**src/hdl/sdte_pkg.sv**
```systemverilog
// Shared types, widths and month tables for the date to epoch seconds converter.
`timescale 1ns / 1ps

package sdte_pkg;

  localparam int YEAR_W  = 14;
  localparam int FIELD_W = 7;
  localparam int DOY_W   = 9;
  localparam int YOFS_W  = 15;
  localparam int QUAD_W  = 13;
  localparam int DAYS_W  = 25;
  localparam int TOD_W   = 17;
  localparam int SECS_W  = 40;

  localparam int EPOCH_YEAR    = 1970;
  localparam int LEAP_BASE     = 1969;
  localparam int DAYS_PER_YEAR = 365;
  localparam int SECS_PER_DAY  = 86400;
  localparam int SECS_PER_HOUR = 3600;
  localparam int SECS_PER_MIN  = 60;
  localparam int LEAP_FEB_LEN  = 29;

  localparam logic [FIELD_W-1:0] MONTH_FEB = 7'd2;
  localparam logic [FIELD_W-1:0] MONTH_DEC = 7'd12;
  localparam logic [FIELD_W-1:0] HOUR_MAX  = 7'd23;
  localparam logic [FIELD_W-1:0] MIN_MAX   = 7'd59;

  typedef struct packed {
    logic [YEAR_W-1:0]  year;
    logic [FIELD_W-1:0] month;
    logic [FIELD_W-1:0] day;
    logic [FIELD_W-1:0] hour;
    logic [FIELD_W-1:0] minute;
    logic [FIELD_W-1:0] second;
  } date_t;

  typedef struct packed {
    logic signed [SECS_W-1:0] epoch_seconds;
    logic                     valid_res;
  } stamp_t;

  typedef struct packed {
    logic             ok;
    logic [DOY_W-1:0] doy;
  } check_t;

  // Days in each month of a common year.
  function automatic logic [4:0] month_len(input logic [3:0] m);
    logic [4:0] len;
    unique case (m)
      4'd1, 4'd3, 4'd5, 4'd7, 4'd8, 4'd10, 4'd12: len = 5'd31;
      4'd4, 4'd6, 4'd9, 4'd11:                    len = 5'd30;
      4'd2:                                       len = 5'd28;
      default:                                    len = 5'd0;
    endcase
    return len;
  endfunction

  // Days before the first of each month of a common year.
  function automatic logic [DOY_W-1:0] days_before(input logic [3:0] m);
    logic [DOY_W-1:0] d;
    unique case (m)
      4'd1:    d = 9'd0;
      4'd2:    d = 9'd31;
      4'd3:    d = 9'd59;
      4'd4:    d = 9'd90;
      4'd5:    d = 9'd120;
      4'd6:    d = 9'd151;
      4'd7:    d = 9'd181;
      4'd8:    d = 9'd212;
      4'd9:    d = 9'd243;
      4'd10:   d = 9'd273;
      4'd11:   d = 9'd304;
      4'd12:   d = 9'd334;
      default: d = 9'd0;
    endcase
    return d;
  endfunction

endpackage

```
**src/hdl/sdte_check.sv**
```systemverilog
// Field range check and day-of-year lookup for one date.
`timescale 1ns / 1ps

module sdte_check (
  input  sdte_pkg::date_t  date,
  output sdte_pkg::check_t check
);

  logic                           leap;
  logic                           month_ok;
  logic [4:0]                     limit;
  logic                           day_ok;
  logic                           time_ok;
  logic [sdte_pkg::DOY_W-1:0]     doy_base;

  assign leap     = (date.year[1:0] == 2'b00);
  assign month_ok = (date.month != '0) && (date.month <= sdte_pkg::MONTH_DEC);

  always_comb begin
    limit = '0;
    if (month_ok) begin
      limit = sdte_pkg::month_len(date.month[3:0]);
      if (date.month == sdte_pkg::MONTH_FEB && leap) begin
        limit = 5'(sdte_pkg::LEAP_FEB_LEN);
      end
    end
  end

  assign day_ok  = (date.day != '0) && (date.day <= {2'b00, limit});
  assign time_ok = (date.hour <= sdte_pkg::HOUR_MAX) && (date.minute <= sdte_pkg::MIN_MAX)
                   && (date.second <= sdte_pkg::MIN_MAX);

  assign doy_base = sdte_pkg::days_before(date.month[3:0]);

  always_comb begin
    check.ok  = month_ok && day_ok && time_ok;
    // Leap day shifts every month after February.
    check.doy = doy_base + sdte_pkg::DOY_W'(date.day)
                + sdte_pkg::DOY_W'(date.month > sdte_pkg::MONTH_FEB && leap);
  end

endmodule

```
**src/hdl/server_date_to_epoch_seconds_top.sv**
```systemverilog
// Top level: pipelined UTC date and time to seconds since 1970 converter.
`timescale 1ns / 1ps
//
// Usage:
//   Drive a date on date and pulse start; the item is taken on any edge
//   where start is high and busy is low. busy stays low: a new date can
//   enter on every cycle.
//   Each date gives one result on stamp, marked by done for one cycle,
//   after the transfer has passed the stages: range check and day-of-year,
//   day count and time of day, day times 86400, final add.
//   Throughput is one item per clock, set by the four-stage pipeline.
//   valid_res low means a field was out of range; epoch_seconds is then 0.
//   Every year divisible by four counts as leap; years before 1970 give
//   negative results.
//   The receiver cannot stall: results are not held, so sample done.
//   Reset clears all stage valid bits; no result appears for items that
//   were in flight.

module server_date_to_epoch_seconds_top (
  input  logic             clk,
  input  logic             rst,
  input  logic             start,
  input  sdte_pkg::date_t  date,
  output logic             busy,
  output logic             done,
  output sdte_pkg::stamp_t stamp
);

  sdte_pkg::check_t check;

  // stage 1
  logic                                  v1;
  logic                                  ok1;
  logic [sdte_pkg::DOY_W-1:0]            doy1;
  logic signed [sdte_pkg::YOFS_W-1:0]    yofs1;
  logic signed [sdte_pkg::QUAD_W-1:0]    quad1;
  logic [sdte_pkg::FIELD_W-1:0]          hour1;
  logic [sdte_pkg::FIELD_W-1:0]          minute1;
  logic [sdte_pkg::FIELD_W-1:0]          second1;
  // stage 2
  logic                                  v2;
  logic                                  ok2;
  logic signed [sdte_pkg::DAYS_W-1:0]    days2;
  logic [sdte_pkg::TOD_W-1:0]            tod2;
  // stage 3
  logic                                  v3;
  logic                                  ok3;
  logic signed [sdte_pkg::SECS_W-1:0]    prod3;
  logic [sdte_pkg::TOD_W-1:0]            tod3;

  logic signed [sdte_pkg::YOFS_W-1:0]    yofs_next;
  logic signed [sdte_pkg::YOFS_W-1:0]    yleap;
  logic [sdte_pkg::YOFS_W-1:0]           ymag;
  logic [sdte_pkg::QUAD_W-1:0]           qmag;
  logic signed [sdte_pkg::QUAD_W-1:0]    quad_next;
  logic signed [sdte_pkg::DAYS_W-1:0]    days_next;
  logic [sdte_pkg::TOD_W-1:0]            tod_next;
  logic signed [sdte_pkg::SECS_W-1:0]    prod_next;
  logic signed [sdte_pkg::SECS_W-1:0]    secs_next;
  logic                                  take;

  assign busy = 1'b0;
  assign take = start && !busy;

  sdte_check u_check (
    .date  (date),
    .check (check)
  );

  // Year offsets; the leap count divides toward zero.
  always_comb begin
    yofs_next = $signed({1'b0, date.year}) - sdte_pkg::YOFS_W'(sdte_pkg::EPOCH_YEAR);
    yleap     = $signed({1'b0, date.year}) - sdte_pkg::YOFS_W'(sdte_pkg::LEAP_BASE);
    ymag      = yleap[sdte_pkg::YOFS_W-1] ? sdte_pkg::YOFS_W'(-yleap)
                                          : sdte_pkg::YOFS_W'(yleap);
    qmag      = ymag[sdte_pkg::YOFS_W-1:2];
    quad_next = yleap[sdte_pkg::YOFS_W-1] ? -$signed(qmag) : $signed(qmag);
  end

  always_comb begin
    days_next = sdte_pkg::DAYS_W'(yofs1) * sdte_pkg::DAYS_W'(sdte_pkg::DAYS_PER_YEAR)
                + sdte_pkg::DAYS_W'(quad1)
                + sdte_pkg::DAYS_W'($signed({1'b0, doy1}))
                - sdte_pkg::DAYS_W'(1);
    tod_next  = sdte_pkg::TOD_W'(hour1) * sdte_pkg::TOD_W'(sdte_pkg::SECS_PER_HOUR)
                + sdte_pkg::TOD_W'(minute1) * sdte_pkg::TOD_W'(sdte_pkg::SECS_PER_MIN)
                + sdte_pkg::TOD_W'(second1);
    prod_next = sdte_pkg::SECS_W'(days2) * sdte_pkg::SECS_W'(sdte_pkg::SECS_PER_DAY);
    secs_next = prod3 + sdte_pkg::SECS_W'($signed({1'b0, tod3}));
  end

  always_ff @(posedge clk) begin
    if (rst) begin
      v1   <= 1'b0;
      v2   <= 1'b0;
      v3   <= 1'b0;
      done <= 1'b0;
    end else begin
      v1   <= take;
      v2   <= v1;
      v3   <= v2;
      done <= v3;
    end
  end

  always_ff @(posedge clk) begin
    ok1     <= check.ok;
    doy1    <= check.doy;
    yofs1   <= yofs_next;
    quad1   <= quad_next;
    hour1   <= date.hour;
    minute1 <= date.minute;
    second1 <= date.second;

    ok2   <= ok1;
    days2 <= days_next;
    tod2  <= tod_next;

    ok3   <= ok2;
    prod3 <= prod_next;
    tod3  <= tod2;

    // Drop the value of an out-of-range date.
    stamp.valid_res     <= ok3;
    stamp.epoch_seconds <= ok3 ? secs_next : '0;
  end

endmodule

```
**config.mk**
```make
export PLATFORM = sky130hd
export DESIGN_NAME = server_date_to_epoch_seconds_top
export DESIGN_NICKNAME = d
export VERILOG_FILES = /design/src/hdl/sdte_pkg.sv /design/src/hdl/sdte_check.sv /design/src/hdl/server_date_to_epoch_seconds_top.sv
export SDC_FILE = /design/constraint.sdc
export NUM_CORES = 1
export LEC_CHECK = 0
export CAP_MARGIN = 20
export CORE_UTILIZATION = 35
export DETAILED_ROUTE_END_ITERATION = 8
export DONT_BUFFER_PORTS = 1
export PLACE_DENSITY = 0.47
export RECOVER_POWER = 50
export SYNTH_ARGS = -nofsm -noshare
export SYNTH_HDL_FRONTEND = slang
export SYNTH_HIERARCHICAL = 1
export SYNTH_SLANG_ARGS = --single-unit
export TNS_END_PERCENT = 1
```
**constraint.sdc**
```tcl
create_clock -name clk -period 6.44 [get_ports clk]
set_input_delay 0 -clock clk [delete_from_list [all_inputs] [get_ports clk]]
set_output_delay 0 -clock clk [all_outputs]
set_load 0.05 [all_outputs]
```
==> results.md <==
- The run finished, with violations left.
- The final reports fail on max-capacitance violations, max-slew violations.
- The register bit count reported by yosys is 198.
- The share of synthesized area occupied by flip-flops and latches is 22.12%.
- The last weighted congestion value of the routability-driven placer is 0.8176.
- The number of hold violations in the final report is 0.
- Setup repair after global routing left no endpoint under its margin.
- The critical path endpoint category is a flip-flop.
- Measured against the total synthesized area, the mux share comes to 1.264%.
- The floorplan step defined a die boundary enclosing 52100 um2.
- The pin count of the biggest net entering global routing is 52.
- The total count of max-transition violations in the final report is 52.
- Of the cells placed in the final design, the portion with a size suffix greater than 1 is 3.399%.
- The reg-to-reg critical path startpoint is yofs1[6].
- The post-synthesis instance area is 17920 um2.
- For this run, the total global-route usage over all layers was measured as 13.57%.
- The cell chosen for the clock root is clkbuf_16.
- Summing the areas of all compound-gate instances in the mapped netlist gives 9.664% of the synthesized area.
- The die is 228.3 um tall.
- Once the clock tree was built, the resizer swapped 0 gates to a different size.
- The measured slew at the worst slew-check pin is 1.918 ns.
- The final critical-path share of the clock period is 84.82%.
- By area the synthesized netlist is led by dfxtp_1 22%, fa_1 21%, ha_1 21%, inv_1 9.2%, xnor2_1 4.7%.
- The worst hold path class is input pin to flip-flop.
- The count of unique library cells instantiated by Yosys is 85.
- The worst-case reg-to-reg path depth is 18.
- The maximum fanout count along the critical path is 6.
- The count of maximum capacitance violations is 1.
- The average instance in the mapped netlist occupies 9.649 um2.
- For this run, design rule violations remaining after detail routing come to 0.
- In this run the critical register-to-register path is captured at days2[23].
- The die is 228.3 um wide.
- The number of antenna violations at the first check in global routing was 0.
- The number of nets in the synthesized netlist is 2397.
- The floorplan has 82 rows.
- The iteration-0 DRC count of the detailed router is 275.
- Across all setup checks in the final design, the least slack found is 0.9777 ns.
- The clock reaches the later pin of the worst-skew pair after 0.48 ns.
- The routed length per instance is 12.72 um.
- The HPWL after detailed placement is 28.05 mm.
- The headroom to the max-slew limit is -27.90%.
- The achievable frequency is 183.1 MHz.
- The synthesized netlist devotes 8.652% of its cell area to simple gates.
- Summed over all layers, the routed wires come to 33.26 mm.
- The worst setup path category is flip-flop to flip-flop.
- Clock-pin slew was measured on the worst setup and hold paths at 0.08 ns.
- The Yosys step of the flow raised 6 warnings.
- The area share of the leading cell type in the synthesized netlist is 22.12%.
- In the final timing run, aggregate negative setup slack is 0 ns.
- The number of standard cells after synthesis is 1857.
- The number of placed I/O pins is 95.
- The number of cells on the worst hold path is 6.
- The startpoint identified for the worst hold timing path is date[40].
- In the final design database the tool counted 2469 nets.
- The number of buffers added by the clock tree synthesis step is 17.
- The number of endpoints failing setup at the final stage is 0.
- Counting every sink on the clock net gives 198.
- In the synthesized netlist the dominant register cell turns out to be dfxtp_1.
- Buffers placed on the I/O ports in this run total 0.
- The core region is 50380 um2.
- The clock tree buffer depth is 2.
- Prior to clock tree synthesis, the placed netlist has a worst setup slack of 0.9972 ns.
- The wire length of the first global-routing pass is 57.57 mm.
- For hold timing, the worst endpoint is quad1[5].
- The clock tree synthesis step divided the H-tree into 4 levels.
- The startpoint kind of the worst setup timing path is a flip-flop.
- The minimum clock period after layout is 5.462 ns.
- Data on the critical path arrives at its endpoint at 5.87 ns.
- The endpoint required time on the critical path is 6.85 ns.
- The via count of the first global-routing pass came to 12100.
- Summed over all instances, the cell type with the most area after synthesis is dfxtp_1.
- After global routing the overflow that remains totals 0.
- The share of flip-flops with an asynchronous set or reset after synthesis is 0%.
- The vias per cell is 4.373.
- The synthesized netlist devotes 42.04% of its cell area to adder and majority cells.
- Across the routed clock network, the largest skew measured is 0.01330 ns.
- Traced cell by cell, the critical path runs through inv_1 -> ha_1 -> inv_1 -> fa_1 -> fa_1 -> fa_1 -> inv_1 -> fa_1 -> inv_1 -> ha_1 -> a2111oi_1 -> nand2b_1 -> a221o_1 -> a22oi_2 -> a21oi_2 -> a41o_1 -> o41ai_2 -> xnor2_1.
- The combinational family with the most area after synthesis is adder cells.
- In this design, the stage delay of the slowest critical-path cell is 0.55 ns.
- For this run, the detailed router's first-pass iteration total came to 4.
- The synthesized design contains 0 enable-type register cells.
- The number of nets with antenna violations after detailed routing is 0.
- The reg2reg setup slack is 0.98 ns.
- TritonCTS built the clock tree.
- The signed area change from the synthesized netlist to the final layout is 11.55%.
- The xor and xnor area share after synthesis is 6.585%.
- The effective utilization at floorplan is 35.57%.
- The largest individual stage delay along the critical path comes from the cell fa_1.
- The repair_antennas step left the layout with diodes totalling 0.
- Across all layers, the routed design uses 11430 vias.
## metal layers
metal	GRT usage, %	share of wire (%)	vias up
li1	-	-	6060
met2	22.04	45	101
met5	0	0	-
met4	4.320	1.6	0
met1	18.20	51	5241
met3	2.438	2.3	29
## cell families (layout without fill, tap and decap cells)
| family | after synthesis | in the layout |
|---|---|---|
| multiplexers | 21 | 21 |
| other | 1 | 1 |
| AO/OA/AOI/OAI | 258 | 258 |
| XOR/XNOR | 133 | 133 |
| flip-flops | 198 | 198 |
| buffers and inverters | 458 | 543 |
| adder cells (fa/ha/maj) | 488 | 488 |
| AND/OR/NAND/NOR | 300 | 300 |
## synthesized netlist by cell type (11+ instances only)
| master | instances |
|---|---|
| xor2_1 | 35 |
| nor2_1 | 67 |
| xnor2_1 | 96 |
| o21bai_1 | 13 |
| a21o_1 | 21 |
| o21a_1 | 11 |
| nand2_1 | 68 |
| clkbuf_1 | 11 |
| or3_1 | 11 |
| o21ai_1 | 14 |
| nor2b_1 | 20 |
| nand3_1 | 26 |
| a21oi_1 | 78 |
| dfxtp_1 | 198 |
| o21ai_0 | 41 |
| inv_1 | 439 |
| nand2b_1 | 24 |
| nor3_1 | 15 |
| and2_1 | 25 |
| mux2i_1 | 17 |
| ha_1 | 298 |
| fa_1 | 190 |
| and3_1 | 11 |
## registers in the layout, summed over array words and instances, names as in the netlist
register	flops
minute1	7
tod3	17
stamp	41
done	1
quad1	13
ok2	1
tod2	17
hour1	7
ok3	1
days2	25
second1	7
yofs1	15
doy1	9
v1	1
v3	1
ok1	1
v2	1
prod3	33
## per-stage QoR
| stage | std cells | cell area (um2) | utilization (%) | hold slack (ns) |
|---|---|---|---|---|
| after detailed placement | 2514 | 18700 | 37.13 | 0.02775 |
| final | 2614 | 19990 | 39.68 | 0.06304 |
| after global routing | 2614 | 19990 | 39.68 | 0.03553 |
| after floorplan | 1857 | 17920 | - | 0.02772 |
| after CTS | 2614 | 19990 | 39.69 | 0.003243 |
| after global placement | 2513 | 18700 | 37.11 | 0.02776 |
## worst max-delay path by stage
stage                           end      from  slack [ns]  cells after the start
final                     days2[23]  yofs1[6]        0.98                     18
after floorplan           days2[23]  yofs1[6]        1.32                     18
after global placement    days2[23]  yofs1[6]        1.03                     18
after CTS                 days2[23]  yofs1[6]        0.95                     18
after detailed placement  days2[23]  yofs1[6]         1.0                     18
after global routing      days2[23]  yofs1[6]        0.72                     18
## timing repair
item                                   4_1_cts  5_1_grt
buffers inserted                             0        0
hold buffers                                68        0
endpoints found under the hold margin       63        0
## cell usage in the layout, fill, tap and decap left out, drive strengths merged, types with 17 or more instances in the layout
cell	instances
a21oi	81
fa	190
clkbuf	18
ha	298
nand3	27
dlygate4sd3	68
nand2	68
nand2b	24
inv	449
xor2	36
nor2b	20
and2	25
a21o	21
o21ai	55
xnor2	97
mux2i	17
nor2	68
dfxtp	198
## critical path: cells and delay by family (launching register included)
family / cells / cell delay (ns)
AOI/OAI and AO/OA: 6 / 1.61
and+or+nand+nor: 1 / 0.16
buffers and inverters: 4 / 0.28
xor gates and xnor gates: 1 / 0.14
DFF: 1 / 0.45
adders and majority gates: 6 / 2.73
## final cells by class
type,count,area [um2]
clock inverters,15,182.7
fillers,4993,30390
flip-flops and latches,198,3964
well taps,672,840.8
multi-input cells,1201,12220
inverters,440,1652
clock buffers,17,425.4
repair buffers,71,699.4
Power is left out: the tool's default activity adds up to more than one toggle a clock period on the data nets, which glitch-free logic cannot reach.
